### config.mk
export PLATFORM = sky130hd
export DESIGN_NAME = integer_to_radix_digits_core_flat
export DESIGN_NICKNAME = d
export VERILOG_FILES = /design/src/rtl/core/itrd_pkg.sv /design/src/rtl/core/itrd_cfg_if.sv /design/src/rtl/core/itrd_in_if.sv /design/src/rtl/core/itrd_out_if.sv /design/src/rtl/core/integer_to_radix_digits_core.sv /design/src/flat_wrapper.sv
export SDC_FILE = /design/constraint.sdc
export NUM_CORES = 1
export LEC_CHECK = 0
export ABC_AREA = 1
export BUFFER_PORTS_ARGS = -buffer_cell sky130_fd_sc_hd__clkbuf_2
export CELL_PAD_IN_SITES_DETAIL_PLACEMENT = 1
export CELL_PAD_IN_SITES_GLOBAL_PLACEMENT = 2
export CORE_ASPECT_RATIO = 1.4
export CORE_MARGIN = 4
export CORE_UTILIZATION = 40
export DETAILED_ROUTE_END_ITERATION = 7
export PLACE_DENSITY = 0.78
export SETUP_SLACK_MARGIN = 0.1
export SKIP_CTS_REPAIR_TIMING = 1
export SYNTH_ARGS = -nofsm -noshare
export SYNTH_HDL_FRONTEND = slang
export SYNTH_SLANG_ARGS = --single-unit
### constraint.sdc
create_clock -name i_clk -period 7.83 [get_ports i_clk]
set_clock_uncertainty 0.1 [all_clocks]
set_input_delay 1.1745 -clock i_clk [delete_from_list [all_inputs] [get_ports i_clk]]
set_output_delay 1.1745 -clock i_clk [all_outputs]
set_load 0.05 [all_outputs]
### src/rtl/core/itrd_pkg.sv
// Shared types, constants and helper functions for the integer-to-radix-digits core.
// No dependencies; compiled first.
`default_nettype none

package itrd_pkg;

    localparam int VALUE_BITS_DEF = 31;
    localparam int RADIX_W        = 6;
    localparam int CHAR_W         = 7;

    localparam logic [RADIX_W-1:0] RADIX_RESET = RADIX_W'(10);
    localparam logic [RADIX_W-1:0] RADIX_MIN   = RADIX_W'(2);
    localparam logic [RADIX_W-1:0] RADIX_MAX   = RADIX_W'(36);

    localparam logic [RADIX_W-1:0] DIGIT_LIMIT   = RADIX_W'(9);
    localparam logic [RADIX_W-1:0] LETTER_OFFSET = RADIX_W'(10);
    localparam logic [CHAR_W-1:0]  LETTER_BASE   = CHAR_W'(65);  // 'A'
    localparam logic [CHAR_W-1:0]  NUMERAL_BASE  = CHAR_W'(48);  // '0'

    typedef logic [RADIX_W-1:0] t_digit;
    typedef logic [CHAR_W-1:0]  t_char;

    // Out-of-range bases fold to the nearest legal one.
    function automatic t_digit effective_radix(input t_digit radix);
        t_digit res;
        if (radix < RADIX_MIN) begin
            res = RADIX_MIN;
        end else if (radix > RADIX_MAX) begin
            res = RADIX_MAX;
        end else begin
            res = radix;
        end
        return res;
    endfunction

    function automatic t_char digit_to_ascii(input t_digit d);
        t_char res;
        if (d > DIGIT_LIMIT) begin
            res = LETTER_BASE + CHAR_W'(d - LETTER_OFFSET);
        end else begin
            res = NUMERAL_BASE + CHAR_W'(d);
        end
        return res;
    endfunction

endpackage

`default_nettype wire

### src/rtl/core/itrd_cfg_if.sv
// Configuration write channel: valid/ready plus the radix write data.
// Depends on itrd_pkg.
`default_nettype none

interface itrd_cfg_if import itrd_pkg::*; ();
    logic   valid;
    logic   ready;
    t_digit radix;

    modport source (output valid, output radix, input ready);
    modport sink   (input valid, input radix, output ready);
endinterface

`default_nettype wire

### src/rtl/core/itrd_in_if.sv
// Input stream channel: valid/ready plus the integer to convert.
// Depends on itrd_pkg.
`default_nettype none

interface itrd_in_if import itrd_pkg::*; #(
    parameter int VALUE_BITS = VALUE_BITS_DEF
) ();
    logic                  valid;
    logic                  ready;
    logic [VALUE_BITS-1:0] value;

    modport source (output valid, output value, input ready);
    modport sink   (input valid, input value, output ready);
endinterface

`default_nettype wire

### src/rtl/core/itrd_out_if.sv
// Output stream channel: valid/ready plus one ASCII digit and its last flag.
// Depends on itrd_pkg.
`default_nettype none

interface itrd_out_if import itrd_pkg::*; ();
    logic  valid;
    logic  ready;
    t_char digit_char;
    logic  last_digit;

    modport source (output valid, output digit_char, output last_digit, input ready);
    modport sink   (input valid, input digit_char, input last_digit, output ready);
endinterface

`default_nettype wire

### src/rtl/core/integer_to_radix_digits_core.sv
// Top level of the integer-to-radix-digits converter.
// Depends on itrd_pkg and the itrd_cfg_if / itrd_in_if / itrd_out_if interfaces.
`default_nettype none

// Converts one unsigned VALUE_BITS-bit integer per input transaction into its
// digits in the base held in the radix register (reset value 10; 0 and 1 act
// as 2, 37 and above act as 36) and emits them most significant first, one
// output transaction per digit, as ASCII '0'-'9' then 'A'-'Z'; the final
// (least significant) digit has last_digit set, and zero gives a single '0'.
// Conversion is repeated division by the base, done as a bit-serial
// restoring divider: one quotient bit per cycle, with one division pass per
// digit; the remainders are stacked and then emitted. One item is converted
// at a time. The input is ready whenever the converter is idle, even while
// the last digit of the previous item still waits in the output register.
// The radix channel is always ready; write it only while the block is idle.

module integer_to_radix_digits_core import itrd_pkg::*; #(
    parameter int VALUE_BITS = VALUE_BITS_DEF
) (
    input  wire          i_clk,
    input  wire          i_rst_n,
    itrd_cfg_if.sink     i_cfg,
    itrd_in_if.sink      i_in,
    itrd_out_if.source   o_out
);

    localparam int CNT_W = $clog2(VALUE_BITS + 1);

    typedef enum logic [1:0] {
        S_IDLE,
        S_DIV,
        S_EMIT
    } t_state;

    t_state                r_state;
    t_digit                r_radix;      // configuration register
    t_digit                r_base;       // base latched for the current item
    logic [VALUE_BITS-1:0] r_num;        // dividend shifting out, quotient shifting in
    t_digit                r_rem;        // partial remainder
    logic [CNT_W-1:0]      r_bit;        // quotient bits left in this pass, minus one
    logic [CNT_W-1:0]      r_cnt;        // digits held in the stack
    t_digit                r_stack [VALUE_BITS];  // LIFO, top at index 0

    logic                  r_out_valid;
    t_char                 r_out_char;
    logic                  r_out_last;

    // One restoring-division step.
    logic [RADIX_W:0]      trial;
    logic [RADIX_W:0]      base_ext;
    logic [RADIX_W:0]      diff;
    logic                  q_bit;
    t_digit                n_rem;
    logic [VALUE_BITS-1:0] n_num;
    logic                  out_free;
    logic                  emit_now;

    assign trial    = {r_rem, r_num[VALUE_BITS-1]};
    assign base_ext = {1'b0, r_base};
    assign diff     = trial - base_ext;
    assign q_bit    = (trial >= base_ext);
    assign n_rem    = q_bit ? diff[RADIX_W-1:0] : trial[RADIX_W-1:0];
    assign n_num    = {r_num[VALUE_BITS-2:0], q_bit};

    assign out_free = !r_out_valid || o_out.ready;
    // A digit moves into the output register this cycle.
    assign emit_now = (r_state == S_EMIT) && out_free;

    assign i_cfg.ready      = 1'b1;
    assign i_in.ready       = (r_state == S_IDLE);
    assign o_out.valid      = r_out_valid;
    assign o_out.digit_char = r_out_char;
    assign o_out.last_digit = r_out_last;

    always_ff @(posedge i_clk) begin
        if (!i_rst_n) begin
            r_state     <= S_IDLE;
            r_radix     <= RADIX_RESET;
            r_cnt       <= '0;
            r_bit       <= '0;
            r_out_valid <= 1'b0;
        end else begin
            if (i_cfg.valid) begin
                r_radix <= i_cfg.radix;
            end

            if (emit_now) begin
                r_out_valid <= 1'b1;
            end else if (o_out.ready) begin
                r_out_valid <= 1'b0;
            end

            case (r_state)
                S_IDLE: begin
                    if (i_in.valid) begin
                        r_num   <= i_in.value;
                        r_rem   <= '0;
                        r_base  <= effective_radix(r_radix);
                        r_bit   <= CNT_W'(VALUE_BITS - 1);
                        r_cnt   <= '0;
                        r_state <= S_DIV;
                    end
                end

                S_DIV: begin
                    if (r_bit == '0) begin
                        // Pass done: push the remainder, keep dividing the quotient.
                        r_stack[0] <= n_rem;
                        for (int k = 1; k < VALUE_BITS; k++) begin
                            r_stack[k] <= r_stack[k-1];
                        end
                        r_cnt <= r_cnt + CNT_W'(1);
                        r_num <= n_num;
                        r_rem <= '0;
                        r_bit <= CNT_W'(VALUE_BITS - 1);
                        if (n_num == '0) begin
                            r_state <= S_EMIT;
                        end
                    end else begin
                        r_num <= n_num;
                        r_rem <= n_rem;
                        r_bit <= r_bit - CNT_W'(1);
                    end
                end

                S_EMIT: begin
                    if (emit_now) begin
                        r_out_char  <= digit_to_ascii(r_stack[0]);
                        r_out_last  <= (r_cnt == CNT_W'(1));
                        for (int k = 0; k < VALUE_BITS - 1; k++) begin
                            r_stack[k] <= r_stack[k+1];
                        end
                        r_cnt <= r_cnt - CNT_W'(1);
                        if (r_cnt == CNT_W'(1)) begin
                            r_state <= S_IDLE;
                        end
                    end
                end

                default: begin
                    r_state <= S_IDLE;
                end
            endcase
        end
    end

endmodule

`default_nettype wire

### src/flat_wrapper.sv
// flat-port wrapper written by rule: the top's interface ports become plain ports
module integer_to_radix_digits_core_flat import itrd_pkg::*;
#(
    parameter int VALUE_BITS = VALUE_BITS_DEF
)
  (i_clk, i_rst_n, i_cfg_valid, i_cfg_radix, i_cfg_ready, i_in_valid, i_in_value, i_in_ready, o_out_valid, o_out_digit_char, o_out_last_digit, o_out_ready);
  itrd_cfg_if i_cfg_i ();
  itrd_in_if #(.VALUE_BITS(VALUE_BITS)) i_in_i ();
  itrd_out_if o_out_i ();
  input  wire i_clk;
  input  wire i_rst_n;
  input wire logic [$bits(i_cfg_i.valid)-1:0] i_cfg_valid;
  input wire logic [$bits(i_cfg_i.radix)-1:0] i_cfg_radix;
  output wire logic [$bits(i_cfg_i.ready)-1:0] i_cfg_ready;
  input wire logic [$bits(i_in_i.valid)-1:0] i_in_valid;
  input wire logic [$bits(i_in_i.value)-1:0] i_in_value;
  output wire logic [$bits(i_in_i.ready)-1:0] i_in_ready;
  output wire logic [$bits(o_out_i.valid)-1:0] o_out_valid;
  output wire logic [$bits(o_out_i.digit_char)-1:0] o_out_digit_char;
  output wire logic [$bits(o_out_i.last_digit)-1:0] o_out_last_digit;
  input wire logic [$bits(o_out_i.ready)-1:0] o_out_ready;
  assign i_cfg_i.valid = i_cfg_valid;
  assign i_cfg_i.radix = i_cfg_radix;
  assign i_cfg_ready = i_cfg_i.ready;
  assign i_in_i.valid = i_in_valid;
  assign i_in_i.value = i_in_value;
  assign i_in_ready = i_in_i.ready;
  assign o_out_valid = o_out_i.valid;
  assign o_out_digit_char = o_out_i.digit_char;
  assign o_out_last_digit = o_out_i.last_digit;
  assign o_out_i.ready = o_out_ready;
  integer_to_radix_digits_core #(.VALUE_BITS(VALUE_BITS)) u_core (.i_clk(i_clk), .i_rst_n(i_rst_n), .i_cfg(i_cfg_i), .i_in(i_in_i), .o_out(o_out_i));
endmodule
==> results.toml <==
[clock_tree]
tritoncts.num_buffers = 26
htree_levels = 1
max-clock-path-buffers = 3
cts_num_sinks = 256
clk_latency_ns = 0.53
cts_clk_pin_slew_worst_paths_ns = 0.06
cts_tree = "done"
cts_root_buf = "sky130_fd_sc_hd__clkbuf_16"

[power_and_ir_drop]
switching_part_of_the_total_pct = 31.2
power_report.internal_total_uw = 2870
switching_power_uw = 1300
seq_power_share_pct = 49.9
power_leakage_uw = 0.00528
power_density_mw_per_mm2 = 325
worst_ir_drop_vdd_uv = 149
power.combinational.fraction_pct = 21.6
power.clock.fraction_pct = 28.6

[floorplanning]
floorplan.initialDensity_pct = 40.4
core-area_mm2 = 0.0283
floorplan.die.height_um = 208
io_pins = 53
rows = 73
die_area_mm2 = 0.0314
die_width_um = 151

[final_layout]
fraction_of_final_layout_cells_with_drive_strength_greater_than_1_pct = 9.22
antenna_cells = 0
mostFrequentLayoutCell = "sky130_fd_sc_hd__nand2_1"
layout.nets = 1266
nFillCells = 3260
multiInputGateArea_mm2 = 0.00344
register_area_mm2 = 0.00750
final_cells = 1601
most_frequent_cells_in_the_layout = "557 x sky130_fd_sc_hd__nand2_1, 237 x sky130_fd_sc_hd__edfxtp_1, 92 x sky130_fd_sc_hd__o21ai_0"
syn_to_final_growth_pct = 12.0

[yosys]
synth.yosys.seq_area_share_pct = 65.5
yosys_most_used_dff = "sky130_fd_sc_hd__edfxtp_1"
synth.ff_latch_count = 256
synth-edff-count = 237
post_synth_adder_cell_area_pct = 2.03
share_of_synthesized_flip_flops_with_an_asynchronous_set_or_reset_pct = 0
synth_top_family_by_area = "simple AND/OR/NAND/NOR gates"
yosys-mux-area-fraction_pct = 0.0875
synthesized_area_fraction_occupied_by_xor_and_xnor_cells_pct = 0.842
postSynthNetCount = 1230
synthSimpleGateAreaFrac_pct = 21.5
netlist_instances = 1170
synth_compound_area_share_pct = 5.35
synth_cell_type_count = 37
avgSynthCellArea_um2 = 9.78
ys_warn_count = 0
synth.cell_area_mm2 = 0.0114

[timing]
setup_repair_after_global_routing_missed_its_margin = "no"
worst_pin_slew_ns = 1.12
max_slew_margin_pct = 25.5
finalHoldViolations = 0
maxClockFrequency_mhz = 233
finalWorstPathRequiredPeriod_ns = 4.28
fin_tns_setup_ns = 0
final.period_utilization_pct = 54.7
timing.final.setup_violations = 0
maxSlewViolCount = 0
setup_ws_ns = 3.55

[worst_setup_path]
worst_ep_required_time_ns = 7.89
start_kind = "primary input"
crit_top_cell = "sky130_fd_sc_hd__buf_4"
critical_path_end_type = "flop"
worstSetupPathType = "primary input to flop"
crit_path_max_fanout = 99
crit_chain = "clkbuf_2 > inv_2 > nor3_4 > buf_4 > inv_2 > buf_4 > nand2_4 > buf_4"
critical_path.max_stage_delay_ns = 0.89
critical_path.slowest_cell = "sky130_fd_sc_hd__nand2_4"
wp_data_arrival_ns = 4.34

[place]
place.detailed.instances = 1553
detailed_place_hpwl_mm = 14.3
place.gp.congestion = 0.739
place_ws_ns = 2.91
port_buffers = 51

[grt]
grt.total_usage_pct = 14.6
number_of_global_route_vias_before_repair = 7985
antenna_found_initial = 0
gr-total-overflow = 0
grt_start_max_net_pins = 100
grt_first_pass_wirelength_mm = 38.6

[drt]
postRouteWirelength_mm = 22.9
wl_per_cell_um = 14.3
remaining_drc_errors = 0
dr_total_vias = 7774
ant_nets = 0
detail_route.vias_per_cell = 4.86
drt_pre_antenna_iters = 4
drt_iter0_drc = 416

[hold_path]
timing.hold.worst.class = "flop to flop"

[job]
drv_cap = 0

[status]
run_status = "finished clean"
power groups by stage:
stage / Clock, µW / Combinational, µW / Sequential (µW)
6_report: 1190 / 899 / 2080
5_1_grt: 1300 / 1060 / 2110
4_1_cts: 1240 / 934 / 2080
3_5_place_dp: 0 / 925 / 2110
3_3_place_gp: 0 / 903 / 2100
2_1_floorplan: 0 / 673 / 2120
cells by family (layout without fill, tap and decap cells):
| group | after synthesis | in the layout |
|---|---|---|
| buffers and inverters | 126 | 182 |
| AOI/OAI and AO/OA | 119 | 119 |
| xor gates and xnor gates | 11 | 11 |
| adders and majority gates | 18 | 18 |
| and+or+nand+nor | 638 | 638 |
| muxes | 1 | 1 |
| DFF | 256 | 256 |
| other | 1 | 1 |
metal layers:
layer | global-route usage [%] | part of all wire [%]
met1 | 19.7 | 46
met2 | 24.9 | 50
met5 | 0 | 0
met3 | 2.16 | 2.9
met4 | 3.66 | 1.7
area by class of cell:
| cell class | instances | area share [%] |
|---|---|---|
| sequential | 256 | 58.5 |
| multi-input combinational | 788 | 26.8 |
| clock buffer | 33 | 5.45 |
| tap | 375 | 3.66 |
| timing repair buffer | 59 | 2.56 |
| inverter | 75 | 2.20 |
| clock inverter | 15 | 0.801 |
path summary, 6_finish.rpt:
check                           cells after the start                               to  slack, ns                            from
worst min register to register                      0   u_core.r_base[5]$_SDFFCE_PP0P_       0.34  u_core.r_radix[5]$_SDFFE_PN0P_
worst max-delay path                                8  u_core.r_stack[20][0]$_DFFE_PP_       3.55                         i_rst_n
worst max register to register                      9  u_core.r_stack[20][0]$_DFFE_PP_       3.74  u_core.r_state[0]$_SDFFE_PN0P_
worst min-delay path                                0   u_core.r_base[5]$_SDFFCE_PP0P_       0.34  u_core.r_radix[5]$_SDFFE_PN0P_
synthesized netlist by cell type (2+ instances only):
cell type / instances / area [µm²]
sky130_fd_sc_hd__a31oi_1: 3 / 18.8
sky130_fd_sc_hd__dfxtp_1: 19 / 380
sky130_fd_sc_hd__a21oi_1: 18 / 90.1
sky130_fd_sc_hd__buf_4: 4 / 30.0
sky130_fd_sc_hd__o21ai_0: 92 / 460
sky130_fd_sc_hd__xnor2_1: 3 / 26.3
sky130_fd_sc_hd__clkbuf_1: 23 / 86.3
sky130_fd_sc_hd__o211ai_1: 2 / 15.0
sky130_fd_sc_hd__nand4_1: 4 / 25.0
sky130_fd_sc_hd__nand2_1: 558 / 2090
sky130_fd_sc_hd__xor2_1: 8 / 70.1
sky130_fd_sc_hd__or2_1: 2 / 12.5
sky130_fd_sc_hd__buf_2: 20 / 100
sky130_fd_sc_hd__inv_1: 70 / 263
sky130_fd_sc_hd__ha_1: 17 / 213
sky130_fd_sc_hd__edfxtp_1: 237 / 7120
sky130_fd_sc_hd__nor2_1: 53 / 199
sky130_fd_sc_hd__nand3_1: 13 / 65.1
sky130_fd_sc_hd__buf_6: 2 / 22.5
sky130_fd_sc_hd__inv_2: 5 / 18.8
registers in the layout, indices dropped and copies added (netlist names), 5 cells and up:
register and count:
u_core.r_cnt 5, u_core.r_num 31, u_core.o_out.digit_char 7, u_core.r_rem 6, u_core.r_stack 186, u_core.r_bit 5
u_core.r_radix 6, u_core.r_base 6
worst max-delay path: cells and delay by family:
| family | cells | cell delay [ns] |
|---|---|---|
| buffers and inverters | 6 | 1.97 |
| and+or+nand+nor | 2 | 1.08 |
through the flow:
| step | instance area (µm²) | utilization [%] | hold slack, ns | power [µW] |
|---|---|---|---|---|
| floorplan | 11400 | - | 0.327 | 2790 |
| global placement | 12000 | 42.4 | 0.320 | 3000 |
| detailed placement | 12000 | 42.4 | 0.322 | 3030 |
| CTS | 12800 | 45.3 | 0.339 | 4250 |
| global route | 12800 | 45.3 | 0.343 | 4470 |
| finish | 12800 | 45.3 | 0.336 | 4170 |
Note: power is estimated with default switching activity, not from simulation.
